[src/rtl/core/fud_pkg.sv]
// Shared types, character codes and the escape-digit function of the form-urlencoded decoder.
`timescale 1ns / 1ps
`default_nettype none

package fud_pkg;

  // The output offset fields have a fixed width.
  localparam int unsigned OFFSET_W = 14;
  localparam int unsigned FIELD_NUM_W = 8;

  localparam logic [7:0] CHAR_PLUS    = 8'h2B;
  localparam logic [7:0] CHAR_AMP     = 8'h26;
  localparam logic [7:0] CHAR_NL      = 8'h0A;
  localparam logic [7:0] CHAR_PERCENT = 8'h25;
  localparam logic [7:0] CHAR_SPACE   = 8'h20;
  localparam logic [7:0] CHAR_ZERO    = 8'h30;
  localparam logic [7:0] CHAR_NINE    = 8'h39;
  localparam logic [7:0] CHAR_LOW_A   = 8'h61;
  localparam logic [7:0] CHAR_LOW_Z   = 8'h7A;
  localparam logic [7:0] CASE_OFFSET  = 8'h20;
  // 'A' - 10, so that 'A' maps to ten.
  localparam logic [7:0] ALPHA_BIAS   = 8'h37;

  typedef enum logic [1:0] {
    ESC_IDLE   = 2'd0,
    ESC_FIRST  = 2'd1,
    ESC_SECOND = 2'd2
  } esc_phase_t;

  typedef struct packed {
    logic [7:0] in_byte;
    logic       last_byte;
  } fud_in_t;

  typedef struct packed {
    logic [7:0]             out_byte;
    logic                   byte_valid;
    logic                   field_end;
    logic [FIELD_NUM_W-1:0] field_number;
    logic [OFFSET_W-1:0]    next_field_offset;
    logic [OFFSET_W-1:0]    write_offset;
    logic                   message_done;
    logic                   buffer_full;
  } fud_out_t;

  // Value of one escape character: decimal digits map to 0..9, everything
  // else is folded to uppercase and taken relative to 'A' plus ten, mod 256.
  function automatic logic [7:0] nibble_of(input logic [7:0] c);
    logic [7:0] up;
    begin
      if (c >= CHAR_ZERO && c <= CHAR_NINE) begin
        nibble_of = c - CHAR_ZERO;
      end else begin
        up = (c >= CHAR_LOW_A && c <= CHAR_LOW_Z) ? (c - CASE_OFFSET) : c;
        nibble_of = up - ALPHA_BIAS;
      end
    end
  endfunction

endpackage

`default_nettype wire

[src/rtl/core/fud_decode.sv]
// Per-byte decode step of the form-urlencoded decoder together with its message state.
`timescale 1ns / 1ps
`default_nettype none

module fud_decode #(
  parameter int unsigned BUFFER_BYTES = 8192,
  parameter int unsigned MAX_FIELDS   = 256
) (
  input  wire logic             clk,
  input  wire logic             rst,
  input  wire logic             fire,
  input  wire fud_pkg::fud_in_t item,
  output logic                  emit,
  output fud_pkg::fud_out_t     result
);

  localparam int unsigned CNT_W = $clog2(BUFFER_BYTES + 1);
  localparam int unsigned FLD_W = (MAX_FIELDS > 2) ? $clog2(MAX_FIELDS) : 1;
  localparam logic [CNT_W-1:0] CNT_LIMIT = CNT_W'(BUFFER_BYTES);
  localparam logic [FLD_W-1:0] FLD_TOP   = FLD_W'(MAX_FIELDS - 1);

  fud_pkg::esc_phase_t phase, phase_next;
  logic [7:0]          first_nibble;
  logic                first_is_zero;
  logic [CNT_W-1:0]    bytes_written;
  logic [FLD_W-1:0]    fields_closed;

  logic             room;
  logic             wr;
  logic             fend;
  logic             capture;
  logic [7:0]       value;
  logic [7:0]       c;
  logic [CNT_W-1:0] cnt_inc;
  logic [CNT_W-1:0] cnt_after;
  logic [FLD_W-1:0] fld_next;
  logic [FLD_W-1:0] fld_after;
  logic [31:0]      cnt_inc_wide;
  logic [31:0]      cnt_after_wide;
  logic [31:0]      fld_after_wide;

  assign c         = item.in_byte;
  assign room      = bytes_written < CNT_LIMIT;
  assign cnt_inc   = bytes_written + CNT_W'(1);
  assign fld_next  = (fields_closed == FLD_TOP) ? fields_closed : fields_closed + FLD_W'(1);

  // Escape phase sequencing.
  always_comb begin
    phase_next = phase;
    if (room) begin
      unique case (phase)
        fud_pkg::ESC_IDLE: begin
          if (c == fud_pkg::CHAR_PERCENT) begin
            phase_next = fud_pkg::ESC_FIRST;
          end
        end
        fud_pkg::ESC_FIRST:  phase_next = fud_pkg::ESC_SECOND;
        fud_pkg::ESC_SECOND: phase_next = fud_pkg::ESC_IDLE;
        default:             phase_next = fud_pkg::ESC_IDLE;
      endcase
    end
  end

  // Byte decode for the current phase.
  always_comb begin
    wr      = 1'b0;
    fend    = 1'b0;
    capture = 1'b0;
    value   = 8'h00;
    if (room) begin
      unique case (phase)
        fud_pkg::ESC_FIRST: begin
          capture = 1'b1;
        end
        fud_pkg::ESC_SECOND: begin
          wr = 1'b1;
          if (first_is_zero) begin
            value = 8'h00;
          end else if (c == 8'h00) begin
            value = first_nibble;
          end else begin
            value = {first_nibble[3:0], 4'h0} | fud_pkg::nibble_of(c);
          end
        end
        fud_pkg::ESC_IDLE: begin
          priority if (c == fud_pkg::CHAR_PLUS) begin
            wr    = 1'b1;
            value = fud_pkg::CHAR_SPACE;
          end else if (c == fud_pkg::CHAR_AMP || c == fud_pkg::CHAR_NL) begin
            wr   = 1'b1;
            fend = 1'b1;
          end else if (c == fud_pkg::CHAR_PERCENT) begin
            wr = 1'b0;
          end else begin
            wr    = 1'b1;
            value = c;
          end
        end
        default: begin
          wr = 1'b0;
        end
      endcase
    end
  end

  assign cnt_after      = wr ? cnt_inc : bytes_written;
  assign fld_after      = (wr && fend) ? fld_next : fields_closed;
  assign cnt_inc_wide   = 32'(cnt_inc);
  assign cnt_after_wide = 32'(cnt_after);
  assign fld_after_wide = 32'(fld_after);

  assign emit = wr || item.last_byte;

  always_comb begin
    result.out_byte          = value;
    result.byte_valid        = wr;
    result.field_end         = fend;
    result.field_number      = fld_after_wide[fud_pkg::FIELD_NUM_W-1:0];
    result.next_field_offset = fend ? cnt_inc_wide[fud_pkg::OFFSET_W-1:0]
                                    : {fud_pkg::OFFSET_W{1'b0}};
    result.write_offset      = cnt_after_wide[fud_pkg::OFFSET_W-1:0];
    result.message_done      = item.last_byte;
    result.buffer_full       = cnt_after == CNT_LIMIT;
  end

  always_ff @(posedge clk) begin
    if (rst) begin
      phase         <= fud_pkg::ESC_IDLE;
      first_nibble  <= 8'h00;
      first_is_zero <= 1'b0;
      bytes_written <= '0;
      fields_closed <= '0;
    end else if (fire) begin
      if (item.last_byte) begin
        phase         <= fud_pkg::ESC_IDLE;
        first_nibble  <= 8'h00;
        first_is_zero <= 1'b0;
        bytes_written <= '0;
        fields_closed <= '0;
      end else begin
        phase <= phase_next;
        if (capture) begin
          first_is_zero <= (c == 8'h00);
          first_nibble  <= (c == 8'h00) ? 8'h00 : fud_pkg::nibble_of(c);
        end
        if (wr) begin
          bytes_written <= cnt_inc;
        end
        if (wr && fend) begin
          fields_closed <= fld_next;
        end
      end
    end
  end

  a_count_bounded: assert property (@(posedge clk) disable iff (rst)
    bytes_written <= CNT_LIMIT)
    else $error("bytes written past the buffer size");

  a_fields_saturate: assert property (@(posedge clk) disable iff (rst)
    fields_closed <= FLD_TOP)
    else $error("field count passed its saturation value");

  a_message_end_clears: assert property (@(posedge clk) disable iff (rst)
    fire && item.last_byte |=> phase == fud_pkg::ESC_IDLE && bytes_written == '0
                               && fields_closed == '0)
    else $error("state not cleared after the final byte of a message");

endmodule

`default_nettype wire

[src/rtl/core/form_urlencoded_field_decoder_core.sv]
// Top level of the form-urlencoded field decoder: input register, decode step, result register.
`timescale 1ns / 1ps
`default_nettype none

// Channel | Signals                         | Carries
// --------+---------------------------------+-------------------------------------------
// enc     | enc_valid, enc_ready, enc_data  | one raw byte of the message per transaction
// dec     | dec_valid, dec_ready, dec_data  | one decoded result per transaction
//
// A byte is accepted in every cycle while the pipe flows. Its result, if any, passes from the
// input register through the decode step into the result register. A '%', the first escape
// character and bytes past a full buffer produce no result unless they carry last_byte.
// Reset is synchronous and empties both registers and clears the message state.
// A stalled result holds the result register; one more byte may wait in the input
// register, after which enc_ready drops until dec_ready returns.

module form_urlencoded_field_decoder_core #(
  parameter int unsigned BUFFER_BYTES = 8192,
  parameter int unsigned MAX_FIELDS   = 256
) (
  input  wire logic              clk,
  input  wire logic              rst,
  input  wire logic              enc_valid,
  output logic                   enc_ready,
  input  wire fud_pkg::fud_in_t  enc_data,
  output logic                   dec_valid,
  input  wire logic              dec_ready,
  output fud_pkg::fud_out_t      dec_data
);

  // Input register. It holds a byte until the decode step can run on it,
  // which is whenever the result register is free or being emptied.
  logic              s1_valid;
  fud_pkg::fud_in_t  s1_item;
  logic              s1_move;

  // Decode step outputs for the byte in the input register.
  logic              step_emit;
  fud_pkg::fud_out_t step_result;

  assign s1_move   = s1_valid && (!dec_valid || dec_ready);
  assign enc_ready = !s1_valid || s1_move;

  always_ff @(posedge clk) begin
    if (rst) begin
      s1_valid <= 1'b0;
    end else if (enc_ready) begin
      s1_valid <= enc_valid;
    end
  end

  always_ff @(posedge clk) begin
    if (enc_valid && enc_ready) begin
      s1_item <= enc_data;
    end
  end

  // The decode step commits its state update only when the byte moves on, so a
  // stall never repeats or skips a byte.
  fud_decode #(
    .BUFFER_BYTES (BUFFER_BYTES),
    .MAX_FIELDS   (MAX_FIELDS)
  ) u_decode (
    .clk    (clk),
    .rst    (rst),
    .fire   (s1_move),
    .item   (s1_item),
    .emit   (step_emit),
    .result (step_result)
  );

  // Result register. Bytes that produce no result pass through without loading it.
  always_ff @(posedge clk) begin
    if (rst) begin
      dec_valid <= 1'b0;
    end else if (s1_move) begin
      dec_valid <= step_emit;
    end else if (dec_ready) begin
      dec_valid <= 1'b0;
    end
  end

  always_ff @(posedge clk) begin
    if (s1_move && step_emit) begin
      dec_data <= step_result;
    end
  end

  // A full input register behind a stalled result must block new bytes.
  a_no_overrun: assert property (@(posedge clk) disable iff (rst)
    s1_valid && dec_valid && !dec_ready |-> !enc_ready)
    else $error("input accepted while both registers were held");

  // A result that waits keeps its payload until it is taken.
  a_result_held: assert property (@(posedge clk) disable iff (rst)
    dec_valid && !dec_ready |=> dec_valid && $stable(dec_data))
    else $error("waiting result dropped or changed");

  // An empty input register always takes a byte.
  a_ready_when_empty: assert property (@(posedge clk) disable iff (rst)
    !s1_valid |-> enc_ready)
    else $error("input refused while the input register was empty");

endmodule

`default_nettype wire

[config.mk]
export PLATFORM = sky130hd
export DESIGN_NAME = form_urlencoded_field_decoder_core
export DESIGN_NICKNAME = d
export VERILOG_FILES = /design/src/rtl/core/fud_pkg.sv /design/src/rtl/core/fud_decode.sv /design/src/rtl/core/form_urlencoded_field_decoder_core.sv
export SDC_FILE = /design/constraint.sdc
export NUM_CORES = 1
export LEC_CHECK = 0
export BUFFER_PORTS_ARGS = -buffer_cell sky130_fd_sc_hd__buf_2
export CORE_MARGIN = 2
export CORE_UTILIZATION = 50
export CTS_CLUSTER_SIZE = 10
export DETAILED_ROUTE_END_ITERATION = 8
export PLACE_DENSITY = 0.67
export SETUP_SLACK_MARGIN = 0.5
export SLEW_MARGIN = 30
export SYNTH_ARGS = -nofsm -noshare
export SYNTH_HDL_FRONTEND = slang
export SYNTH_SLANG_ARGS = --single-unit
[constraint.sdc]
create_clock -name clk -period 4.6 [get_ports clk]
set_clock_uncertainty 0.15 [all_clocks]
set_input_delay 0.46 -clock clk [delete_from_list [all_inputs] [get_ports clk]]
set_output_delay 0.46 -clock clk [all_outputs]
set_load 0.01 [all_outputs]
==> After elaboration in Yosys (flattened, before gate mapping) <==
Cells that the tools add are included.
{ "word_totals": {"regBits": 92, "inputBits": 13, "out_inout_bits": 50, "elab_cells": 95} }
{ "op_classes": {"addsub": 5, "magnitude_cmp": 5, "n_eq_ne": 9, "n_mux": 39, "n_bitwise": 1, "n_reduce_logical": 19} }
{ "ops": {"columns": ["op", "count"], "rows": [
  ["2-to-1 mux 8 bit", 17],
  ["2-to-1 mux 14 bit", 2],
  ["equality test 8 x 6 -> 1 bit, second input constant", 3],
  ["subtractor 8 x 6 -> 8 bit, second input constant", 3],
  ["case mux 8 bit (2 select lines)", 1],
  ["adder 14 x 1 -> 14 bit, second input constant", 1],
  ["equality test 14 bit, second input constant", 1],
  ["< comparator 14 bit, second input constant", 1],
  ["2-to-1 mux 1 bit", 14],
  ["adder 8 x 1 -> 8 bit, second input constant", 1],
  ["equality test 8 x 4 -> 1 bit, second input constant", 1],
  ["equality test 8 bit, second input constant", 1],
  ["greater-or-equal comparator 8 x 6 -> 1 bit, second input constant", 1],
  ["greater-or-equal comparator 8 x 7 -> 1 bit, second input constant", 1],
  ["<= comparator 8 x 6 -> 1 bit, second input constant", 1],
  ["<= comparator 8 x 7 -> 1 bit, second input constant", 1],
  ["logical NOT 8 bit", 1],
  ["bitwise OR 8 bit", 1],
  ["logical AND 1 bit", 6],
  ["2-to-1 mux 2 bit", 3],
  ["nonzero test 2 bit", 3],
  ["logical OR 1 bit", 4],
  ["case mux 2 bit (2 select lines)", 1],
  ["!= test 3 x 2 -> 1 bit, second input constant", 1],
  ["other kinds (7)", 8]
]} }

==> Logic depth before layout (Yosys ltp) <==
Gate-level depths: netlist (run 1).
{ "logic_depth": {"depth_word": 13, "mapped_depth": 11, "mapped_depth_nobuf": 9} }

==> By module <==
From an unflattened synthesis (run 1), not the netlist that was laid out.
{ "unflattened": {"cells_unflattened": 492, "area_unflattened_um2": 4936.0} }
{ "by_module_without_submodules": {"columns": ["mod", "n_inst", "cells_each", "area_each_um2", "seq_area_each_um2"], "rows": [
  ["fud_decode", 1, 424, 3121.7, 660.6],
  ["form_urlencoded_field_decoder_core", 1, 68, 1814.2, 1751.7]
]} }

==> Least setup slack after synthesis (run 1) <==
No wires, ideal clock.
{ "synth_path": {"path_kind": "flip-flop to flip-flop", "startpoint": "register s1_item[5] (netlist bit)", "endpoint": "register dec_data[0] (netlist bit), enable pin", "setup_ns": 0.402, "arrival_time_ns": 2.665, "t_required_ns": 4.048, "path_slack_ns": 1.383, "stages_incl_launch_ff": 10, "path_buffers": 2, "synth_period_minus_slack_ns": 3.217, "cell_sequence": "edfxtp_1 > clkbuf_1 > inv_1 > ha_1 > nand3_1 > o41ai_4 > inv_4 > clkbuf_1 > o21ai_0 > inv_1"} }
{ "synth_rtl": {"columns": ["item", "line", "rtl"], "rows": [
  ["start: declaration", "form_urlencoded_field_decoder_core.sv:34", "fud_pkg::fud_in_t s1_item;"],
  ["start signal: assignment", "form_urlencoded_field_decoder_core.sv:54", "s1_item <= enc_data;"],
  ["end signal: assignment", "form_urlencoded_field_decoder_core.sv:85", "dec_data <= step_result;"],
  ["end: declaration", "form_urlencoded_field_decoder_core.sv:28", "output fud_pkg::fud_out_t dec_data"]
]} }

==> Worst setup path after layout (run 1) <==
{ "layout_path": {"startpoint": "register s1_item[5] (netlist bit)", "endpoint": "register dec_data[30] (netlist bit), enable pin"} }
{ "layout_via": {"elab_chain_cells": 8, "word_cells_on_any_way": 12, "classes_between": "eq/ne: 4; mux: 5; reduce/logical: 3"} }
{ "layout_lines": {"columns": ["item", "line", "rtl"], "rows": [
  ["equality test 8 x 6 -> 1 bit, or another cell as far along", "fud_decode.sv:92", "end else if (c == fud_pkg::CHAR_PERCENT) begin"],
  ["2-to-1 mux 1 bit / logical OR 1 bit (equally long branches)", "fud_decode.sv:92, fud_decode.sv:89", null],
  ["2-to-1 mux 1 bit", "fud_decode.sv:89", "end else if (c == fud_pkg::CHAR_AMP || c == fud_pkg::CHAR_NL) begin"],
  ["2-to-1 mux 1 bit (*)", "fud_decode.sv:86", "priority if (c == fud_pkg::CHAR_PLUS) begin"],
  ["case mux 1 bit (2 select lines) (*)", "fud_decode.sv:71", "unique case (phase)"],
  ["2-to-1 mux 1 bit (*)", "fud_decode.sv:70", "if (room) begin"],
  ["logical OR 1 bit (*)", "fud_decode.sv:112", "assign emit = wr || item.last_byte;"],
  ["logical AND 1 bit (*)", "form_urlencoded_field_decoder_core.sv:84", "if (s1_move && step_emit) begin"]
]} }
Mark *: on every way between the ends. The rest lies on a longest branch, timed or not.
A chain may end at the register's enable or synchronous reset.

==> results.md, run 1 <==
- CTS root buf: sky130_fd_sc_hd__clkbuf_8
- Clock sink count: 92
- Netlist cell types: 58
- Peak clock frequency supported by timing: 272.5 MHz
- Setup TNS: 0 ns
- Placed wire-length estimate after detailed placement: 7335 um
- Post-synthesis instance area: 0.004725 mm^2
- Sw Share: 25.48%
- Via total after detailed routing: 3721
- # nets final: 553
- Final number of max-transition violations: 0
- Area post-placement: 0.005070 mm^2
- Async set-or-reset flop fraction in the synthesized netlist: 0%
- Buffers on Ports: 62
- Share of cells above drive strength 1: 18.95%
- Standard cell core area: 0.009196 mm^2
- Power after layout: 1.646 mW
- Clock latency at the later pin of the worst-skew pair: 0.37 ns
- Flip-flop cell with the highest count after synthesis: sky130_fd_sc_hd__edfxtp_1
- Commonest non-fill, non-tap cell in the layout: sky130_fd_sc_hd__nor2_1
- Max-slew headroom at the worst pin: 45.40%
- Non-filler instance count after layout: 644
- Number of instances resized during post-cts repair: 0
- Required time worst endpoint: 4.31 ns
- Number of routed nets with antenna violations: 0
- Number of endpoints failing setup at the final stage: 0
- Leading cell types in the layout, fill and taps excluded: sky130_fd_sc_hd__nor2_1, sky130_fd_sc_hd__buf_2, sky130_fd_sc_hd__edfxtp_1
- Total die area: 0.01024 mm^2
- Clock network fraction of total power: 36.2%
- Layout overhead on the synthesized area: 11.89%
- Overflow left after global routing: 0
- Htree depth: 3
- Synthesis-stage register bit count: 92
- Number of hold-repair buffers added at the cts stage: 0
- Worst Setup Path Type: reg2reg
- Wire length of the first global-routing pass: 16590 um
- Kind of launch point of the worst setup path: flop
- Vias in the first global route: 3392
- DRT Wirelength: 10260 um
- Slew at the pin closest to its max-slew limit: 0.8076 ns
- Capturing element type of the critical path: flop
- Max-cap violations: 0
- Diode insertion count for antenna repair: 0
- Clock-pin slew reported for the worst setup and hold paths after clock tree synthesis: 0.10 ns
- Max IR drop VDD: 174.8 uV
- Largest net degree at the start of global routing: 49
- Initial antenna violation count: 0
- Warnings, synthesis: 0
- Class of the tightest hold or removal check: in2reg
- Switching power: 419.4 uW
- Drt first pass iters: 5
- Instance count of the mapped netlist: 483
- Starting Density: 51.37%
- Final routed wire length divided by cell count: 15.94 um
- Maximum clock insertion buffer count: 2
- CP Data Arrival Time: 3.38 ns
- # DRC: 0
- Crit-path max FO: 48
- Final instance area: 0.005286 mm^2
- Cell depth of the worst min-delay path: 1
- Number of clock buffers inserted by TritonCTS: 9
- Number of buffers inserted to repair setup after CTS: 0
- Pleak: 1.899 nW
- Dominant cell type by area after synthesis: sky130_fd_sc_hd__edfxtp_1
- Unrepaired setup endpoints after global routing: no
- Routability congestion estimate from global placement: 0.8689
- Global-route total usage across every layer: 20.56%
- Per-cell via count in the routed design: 5.778
- Run status: finished clean
- DP Cell Count: 628
- Total count of hold-check failures in the final report: 0
- Mean instance size in the synthesized netlist: 9.782 um^2
- Clock tree from TritonCTS: done
- Worst R2R Path Depth: 7
- Pwr per Cell Area: 311.3 mW/mm^2
- Reg power frac: 56.0%
- Clock period minus worst slack: 3.670 ns
- Period Utilization, post-route: 79.78%
- Die boundary height: 101.2 um
- Std-Cell Rows: 35
- DRC violation total after the first TritonRoute iteration: 233
- Share of the yosys chip area belonging to registers: 51.06%
- Number of primary I/O pins: 63
- Cell types occupying the most area after synthesis: sky130_fd_sc_hd__edfxtp_1, sky130_fd_sc_hd__dfxtp_1, sky130_fd_sc_hd__nor2_1, sky130_fd_sc_hd__xnor2_1, sky130_fd_sc_hd__o21ai_0
- Number of flops mapped to enable cells by yosys: 57
- Combinational cell fraction of total power: 7.8%
- Die X-Extent: 101.2 um
- Net count after synthesis: 508
- Area fraction of the dominant cell type after synthesis: 36.23%
- Power Internal: 1.226 mW
## cells in the mapped netlist (all sizes together), types with 6 or more instances
master,instances
nor2,66
edfxtp,57
nand2,38
dfxtp,35
o21ai,34
a21oi,27
clkbuf,27
xnor2,24
a22oi,16
nor3,16
inv,13
ha,12
nand3,12
or3,11
xor2,11
and3,6
## cell families after synthesis
kind of cell / after synthesis / share of synthesized area (%)
xor+xnor: 35 / 6.488
mux: 7 / 1.668
flops: 92 / 51.06
fa+ha+maj: 12 / 3.178
compound gates: 106 / 14.22
simple gates: 189 / 19.84
buf+inv: 42 / 3.549
## metrics by stage
step	util, %	worst slack, ns	hold slack, ns
finish	57.48	0.9302	0.1130
global route	57.48	0.5737	0.09710
CTS	57.47	1.285	0.09679
detailed placement	55.13	1.326	0.3388
global placement	55.13	1.478	0.3165
floorplan	-	1.383	0.2744
## worst paths after layout
kind / startpoint / endpoint / slack [ns]
hold / removal: enc_data[6] / s1_item[6] / 0.11
hold reg to reg: u_decode.first_is_zero / u_decode.first_is_zero / 0.36
setup reg to reg: s1_item[5] / dec_data[30] / 0.93
setup / recovery: s1_item[5] / dec_data[30] / 0.93
## sequential cells by signal, indices dropped and copies added, names as in the netlist
signal and cells:
s1_valid 1, dec_data 48, u_decode.phase 2, u_decode.first_nibble 8
u_decode.bytes_written 14, u_decode.first_is_zero 1, s1_item 9, u_decode.fields_closed 8
dec_valid 1
## worst max-delay path: stages, from the launching register on
cell	delay (ns)
sky130_fd_sc_hd__edfxtp_1	0.54
sky130_fd_sc_hd__inv_1	0.13
sky130_fd_sc_hd__ha_1	0.22
sky130_fd_sc_hd__nand3_1	0.18
sky130_fd_sc_hd__o41ai_4	0.56
sky130_fd_sc_hd__inv_4	0.21
sky130_fd_sc_hd__o21ai_0	0.40
sky130_fd_sc_hd__clkinv_2	0.73
## final cells by class
class                      instances  area, um^2
clock buffer                      10       137.6
clock inverter                     6       77.57
fill                             844        3910
inverter                          13       52.55
multi-input combinational        349        2150
sequential                        92        2412
tap                              111       138.9
timing repair buffer              63       317.8
## power by group through the flow
stage | Clock, mW | Sequential (mW) | Combinational, mW
6_report | 0.596 | 0.921 | 0.128
5_1_grt | 0.635 | 0.925 | 0.143
4_1_cts | 0.605 | 0.922 | 0.130
3_5_place_dp | 0 | 0.940 | 0.129
3_3_place_gp | 0 | 0.939 | 0.129
2_1_floorplan | 0 | 0.942 | 0.0791
## layer usage
layer | global-route usage, % | wire length [um]
met3 | 4.003 | 514
met4 | 5.613 | 103
met5 | 0 | 0
met1 | 29.97 | 4819
met2 | 31.53 | 4826
Power figures use the tool's default switching activity.
==> run 2, diff against run 1 <==
==> constraint.sdc (replaced) <==
create_clock -name clk -period 3.6 [get_ports clk]
set_clock_uncertainty 0.15 [all_clocks]
set_input_delay 0.36 -clock clk [delete_from_list [all_inputs] [get_ports clk]]
set_output_delay 0.36 -clock clk [all_outputs]
set_load 0.01 [all_outputs]
==> run 2 against run 1 <==
  * Sequential share of layout area decreased by 0.58 points
  * Maximum frequency increased by 28%
  * Sequential cell count unchanged
  * Combinational power increased by 36%
  * Cell count increased by 1.1%
  * Sequential power increased by 28%
  * Non-clock buffer count increased by 7
  * Core utilization increased by 0.73 points
  * Critical path type unchanged
  * Largest power group unchanged
==> results.md, run 2 (synthesis gave the netlist of run 1 again) <==
- Non-filler instance count after layout: 651
- Max IR drop VDD: 180.6 uV
- Class of the tightest hold or removal check: in2reg
- # DRC: 0
- Share of the core filled with cells: 58.22%
- Slew at the pin closest to its max-slew limit: 0.7426 ns
- Die boundary height: 101.2 um
- Unrepaired setup endpoints after global routing: no
- Required time worst endpoint: 3.55 ns
- Run status: finished clean
- Drt first pass iters: 5
- Capturing element type of the critical path: flop
- Pwr per Cell Area: 376.9 mW/mm^2
- Via total after detailed routing: 3749
- Clock-pin slew reported for the worst setup and hold paths after clock tree synthesis: 0.09 ns
- Final instance area: 0.005354 mm^2
- Power after layout: 2.018 mW
- Layout overhead on the synthesized area: 13.32%
- # nets final: 560
- Share of cells above drive strength 1: 20.74%
- Slack of the worst reg-to-reg path: 0.74 ns
- Overflow left after global routing: 0
- Max-cap violations: 0
- Commonest non-fill, non-tap cell in the layout: sky130_fd_sc_hd__nor2_1
- Number of endpoints failing setup at the final stage: 0
- Total met3 wirelength after detailed routing: 563 um
- Standard cell core area: 0.009196 mm^2
- Maximum clock insertion buffer count: 2
- Number of hold-repair buffers added at the cts stage: 0
- Vias in the first global route: 3530
- Met2 Routed Length: 4674 um
- Std-Cell Rows: 35
- Starting Density: 51.37%
- Total count of hold-check failures in the final report: 0
- Clock latency at the later pin of the worst-skew pair: 0.37 ns
- Worst R2R Path Depth: 8
- Placed wire-length estimate after detailed placement: 7393 um
- Buffers on Ports: 62
- DRC violation total after the first TritonRoute iteration: 241
- Storage cell area: 0.002412 mm^2
- Number of primary I/O pins: 63
- Kind of launch point of the worst setup path: flop
- CTS root buf: sky130_fd_sc_hd__clkbuf_8
- Die X-Extent: 101.2 um
- Hold path endpoint: s1_item[7]
- Total die area: 0.01024 mm^2
- Registers with the highest flip-flop counts: dec_data x48, u_decode.bytes_written x14, s1_item x9
- Routability congestion estimate from global placement: 0.8920
- Crit-path max FO: 8
- Clock tree from TritonCTS: done
- DP Cell Count: 632
- Diode insertion count for antenna repair: 0
- Number of routed nets with antenna violations: 0
- Start point of the worst min-delay path: enc_data[7]
- CP Data Arrival Time: 2.81 ns
- Launching point of the worst reg2reg path: s1_item[1]
- Endpoint of the worst-slack reg-to-reg timing path: dec_data[45]
- Area post-placement: 0.005140 mm^2
- Crit path setup slack, layout: 0.7389 ns
- Global-route total usage across every layer: 21.58%
- Wire length of the first global-routing pass: 17370 um
- Max-slew headroom at the worst pin: 49.80%
- Per-cell via count in the routed design: 5.759
- DRT Wirelength: 10400 um
- Layout fillers: 811
- Uppermost layer routed: met4
- Leading cell types in the layout, fill and taps excluded: sky130_fd_sc_hd__nor2_1, sky130_fd_sc_hd__buf_2, sky130_fd_sc_hd__edfxtp_1
- Number of clock buffers inserted by TritonCTS: 9
- Initial antenna violation count: 0
- Largest net degree at the start of global routing: 42
- Peak clock frequency supported by timing: 349.5 MHz
- Clock sink count: 92
- Met1 wire length: 4998 um
- Worst Setup Path Type: reg2reg
- Area taken by multi-input logic gates: 0.002173 mm^2
- Pleak: 1.924 nW
- Final-layout worst hold slack: 0.01464 ns
- Period Utilization, post-route: 79.48%
- Final routed wire length divided by cell count: 15.97 um
- Clock period minus worst slack: 2.861 ns
- Final number of max-transition violations: 0
- Htree depth: 3
- Biggest register: dec_data
- Number of flip-flops in the largest register: 48
- Cell depth of the worst min-delay path: 1
- Minimum setup slack after placement: 0.6488 ns
- Setup TNS: 0 ns
-- run 2: cell types whose count changed in the layout (fill, tap and decap cells not counted), sizes merged --
cell and delta:
clkbuf -1, bufinv -1, buf +7, clkinv +2
-- run 2: cell type report --
type	count	share of cell area (%)
sequential	92	45.06
multi-input combinational	349	40.59
timing repair buffer	70	7.151
tap	111	2.594
clock buffer	9	2.314
clock inverter	7	1.262
inverter	13	1.028
-- run 2: worst max path at each step --
stage | from | to | slack [ns] | cells past startpoint
finish | s1_item[1] | dec_data[45] | 0.74 | 8
global route | s1_item[6] | u_decode.fields_closed[4] | 0.59 | 8
CTS | s1_item[1] | dec_data[40] | 0.63 | 7
detailed placement | s1_item[1] | dec_data[37] | 0.65 | 7
global placement | s1_item[1] | dec_data[42] | 0.75 | 7
floorplan | s1_item[1] | dec_data[0] | 0.50 | 7
-- run 2: repair_timing --
action | 4_1_cts | 5_1_grt
gates resized for setup | 0 | 1
buffers inserted | 0 | 3
endpoints found under the setup margin | 0 | 46
-- run 2: routing by layer --
layer	track usage, %	up-vias
li1	-	1832
met1	31.86	1765
met2	32.20	136
met3	2.761	16
met4	8.940	0
met5	0	-
-- run 2: report_power, final --
group / internal [mW] / total, mW / switching, mW
logic: 0.0658 / 0.174 / 0.109
registers: 1.15 / 1.18 / 0.0254
clock network: 0.268 / 0.667 / 0.399
total: 1.48 / 2.02 / 0.533
-- run 2: worst max-delay path, stage by stage, from the launching register on --
cell,delay [ns]
sky130_fd_sc_hd__edfxtp_1,0.53
sky130_fd_sc_hd__inv_1,0.16
sky130_fd_sc_hd__ha_1,0.18
sky130_fd_sc_hd__or4b_2,0.59
sky130_fd_sc_hd__and3_1,0.26
sky130_fd_sc_hd__o21ai_0,0.23
sky130_fd_sc_hd__xnor2_1,0.11
sky130_fd_sc_hd__mux2i_1,0.24
sky130_fd_sc_hd__a21oi_1,0.15
==> run 3, diff against run 2 <==
==> constraint.sdc (replaced) <==
create_clock -name clk -period 2.9 [get_ports clk]
set_clock_uncertainty 0.15 [all_clocks]
set_input_delay 0.29 -clock clk [delete_from_list [all_inputs] [get_ports clk]]
set_output_delay 0.29 -clock clk [all_outputs]
set_load 0.01 [all_outputs]
==> run 3 against run 2 <==
  * Core utilization grew 8.4 points
  * Clock-buffer cell count grew 1
  * First-iteration DRC count fell by 15%
  * Sequential share of layout area fell by 5.6 points
  * Total power rose by 30%
  * Maximum frequency grew 15%
  * Clock power rose by 28%
  * Critical endpoint is now dec_data[0]
==> results.md, run 3 (synthesis gave the netlist of run 1 again) <==
- Registers with the highest flip-flop counts: dec_data x48, u_decode.bytes_written x14, s1_item x9
- Placed wire-length estimate after detailed placement: 7336 um
- Die X-Extent: 101.2 um
- Layout overhead on the synthesized area: 29.66%
- DRC violation total after the first TritonRoute iteration: 204
- Final instance area: 0.006126 mm^2
- Worst Setup Path Type: reg2reg
- CTS root buf: sky130_fd_sc_hd__clkbuf_8
- Share of the core filled with cells: 66.61%
- Per-cell via count in the routed design: 5.693
- Cell depth of the worst min-delay path: 3
- Number of clock buffers inserted by TritonCTS: 9
- Clock tree from TritonCTS: done
- Diode insertion count for antenna repair: 0
- Largest net degree at the start of global routing: 38
- Initial antenna violation count: 0
- Drt first pass iters: 5
- Capturing element type of the critical path: flop
- Htree depth: 3
- Class of the tightest hold or removal check: in2reg
- Clock latency at the later pin of the worst-skew pair: 0.37 ns
- Pwr per Cell Area: 429.4 mW/mm^2
- Overflow left after global routing: 0
- Leading cell types in the layout, fill and taps excluded: sky130_fd_sc_hd__nor2_1, sky130_fd_sc_hd__buf_2, sky130_fd_sc_hd__edfxtp_1
- Via total after detailed routing: 4042
- Number of endpoints failing setup at the final stage: 0
- Kind of launch point of the worst setup path: flop
- Pleak: 2.267 nW
- Run status: finished clean
- DRT Wirelength: 11860 um
- Hold path endpoint: s1_valid
- Worst R2R Path Depth: 8
- Wire length of the first global-routing pass: 17750 um
- Slack of the worst reg-to-reg path: 0.42 ns
- Number of routed nets with antenna violations: 0
- Unrepaired setup endpoints after global routing: yes
- Minimum setup slack after placement: 0.2556 ns
- Final routed wire length divided by cell count: 16.71 um
- Endpoint of the worst-slack reg-to-reg timing path: dec_data[0]
- Clock sink count: 92
- Standard cell core area: 0.009196 mm^2
- # DRC: 0
- Routability congestion estimate from global placement: 0.9405
- Period Utilization, post-route: 85.48%
- Buffers on Ports: 62
- Max-slew headroom at the worst pin: 52.88%
- Max-cap violations: 0
- Start point of the worst min-delay path: enc_valid
- Crit-path max FO: 7
- Biggest register: dec_data
- Peak clock frequency supported by timing: 403.4 MHz
- Slew at the pin closest to its max-slew limit: 0.7068 ns
- Die boundary height: 101.2 um
- Crit path setup slack, layout: 0.4210 ns
- Number of flip-flops in the largest register: 48
- # nets final: 619
- Std-Cell Rows: 35
- Starting Density: 51.37%
- Final number of max-transition violations: 0
- Vias in the first global route: 3589
- Number of primary I/O pins: 63
- Non-filler instance count after layout: 710
- Max IR drop VDD: 230.1 uV
- Maximum clock insertion buffer count: 2
- Global-route total usage across every layer: 22.25%
- Layout fillers: 701
- Total die area: 0.01024 mm^2
- DP Cell Count: 646
- Launching point of the worst reg2reg path: s1_item[2]
- Required time worst endpoint: 2.97 ns
- Share of cells above drive strength 1: 32.55%
- Area post-placement: 0.005279 mm^2
- Commonest non-fill, non-tap cell in the layout: sky130_fd_sc_hd__nor2_1
- CP Data Arrival Time: 2.55 ns
- Clock period minus worst slack: 2.479 ns
- Clock-pin slew reported for the worst setup and hold paths after clock tree synthesis: 0.10 ns
- Total count of hold-check failures in the final report: 0
- Power after layout: 2.631 mW
## run 3: critical path, stage by stage (launching register included)
cell and delay [ns]:
sky130_fd_sc_hd__edfxtp_1 0.47, sky130_fd_sc_hd__buf_4 0.18, sky130_fd_sc_hd__ha_4 0.18, sky130_fd_sc_hd__o41ai_4 0.36
sky130_fd_sc_hd__bufinv_8 0.26, sky130_fd_sc_hd__mux2_4 0.31, sky130_fd_sc_hd__a31oi_1 0.14, sky130_fd_sc_hd__nand4b_1 0.13
sky130_fd_sc_hd__nor3_2 0.17
## run 3: timing repair
item | CTS | global route
buffers inserted | 22 | 11
hold endpoints to repair | 9 | 0
hold buffers | 9 | 0
cloned | 0 | 6
setup endpoints to repair | 80 | 75
gates resized for setup | 12 | 37
pin swaps | 13 | 16
## run 3: power breakdown
part,switching [mW],internal (mW),leakage (nW)
registers,0.0191,1.43,0.800
logic,0.178,0.149,1.37
clock network,0.504,0.352,0.0965
## run 3: through the flow
step | setup TNS, ns | hold slack, ns
after floorplan | -8.088 | 0.2389
after global placement | 0 | 0.3166
after detailed placement | 0 | 0.3181
after CTS | 0 | 0.004646
after global routing | 0 | 0.01768
final | 0 | 0.01700
## run 3: cell type report
type / count / area (um^2) / share of cell area (%)
Clock buffer: 10 / 137.6 / 2.247
Clock inverter: 6 / 56.30 / 0.9191
Inverter: 13 / 68.82 / 1.123
Multi-Input combinational cell: 349 / 2354 / 38.42
Sequential cell: 92 / 2416 / 39.44
Tap cell: 111 / 138.9 / 2.267
Timing Repair Buffer: 129 / 954.7 / 15.58
## run 3: layer usage
metal / GRT usage, % / wire, um
met5: 0 / 0
met4: 8.940 / 287
met3: 3.589 / 677
met2: 33.72 / 5382
met1: 32.05 / 5512
## run 3: how the worst max path moves through the flow
stage / slack, ns / to / depth (start not counted) / startpoint
after floorplan: -0.17 / dec_data[0] / 7 / s1_item[1]
after global placement: 0.35 / u_decode.fields_closed[6] / 8 / s1_item[6]
after detailed placement: 0.26 / dec_data[47] / 8 / s1_item[1]
after CTS: 0.43 / dec_data[46] / 9 / s1_item[2]
after global routing: 0.34 / u_decode.fields_closed[3] / 10 / s1_item[1]
final: 0.42 / dec_data[0] / 8 / s1_item[2]
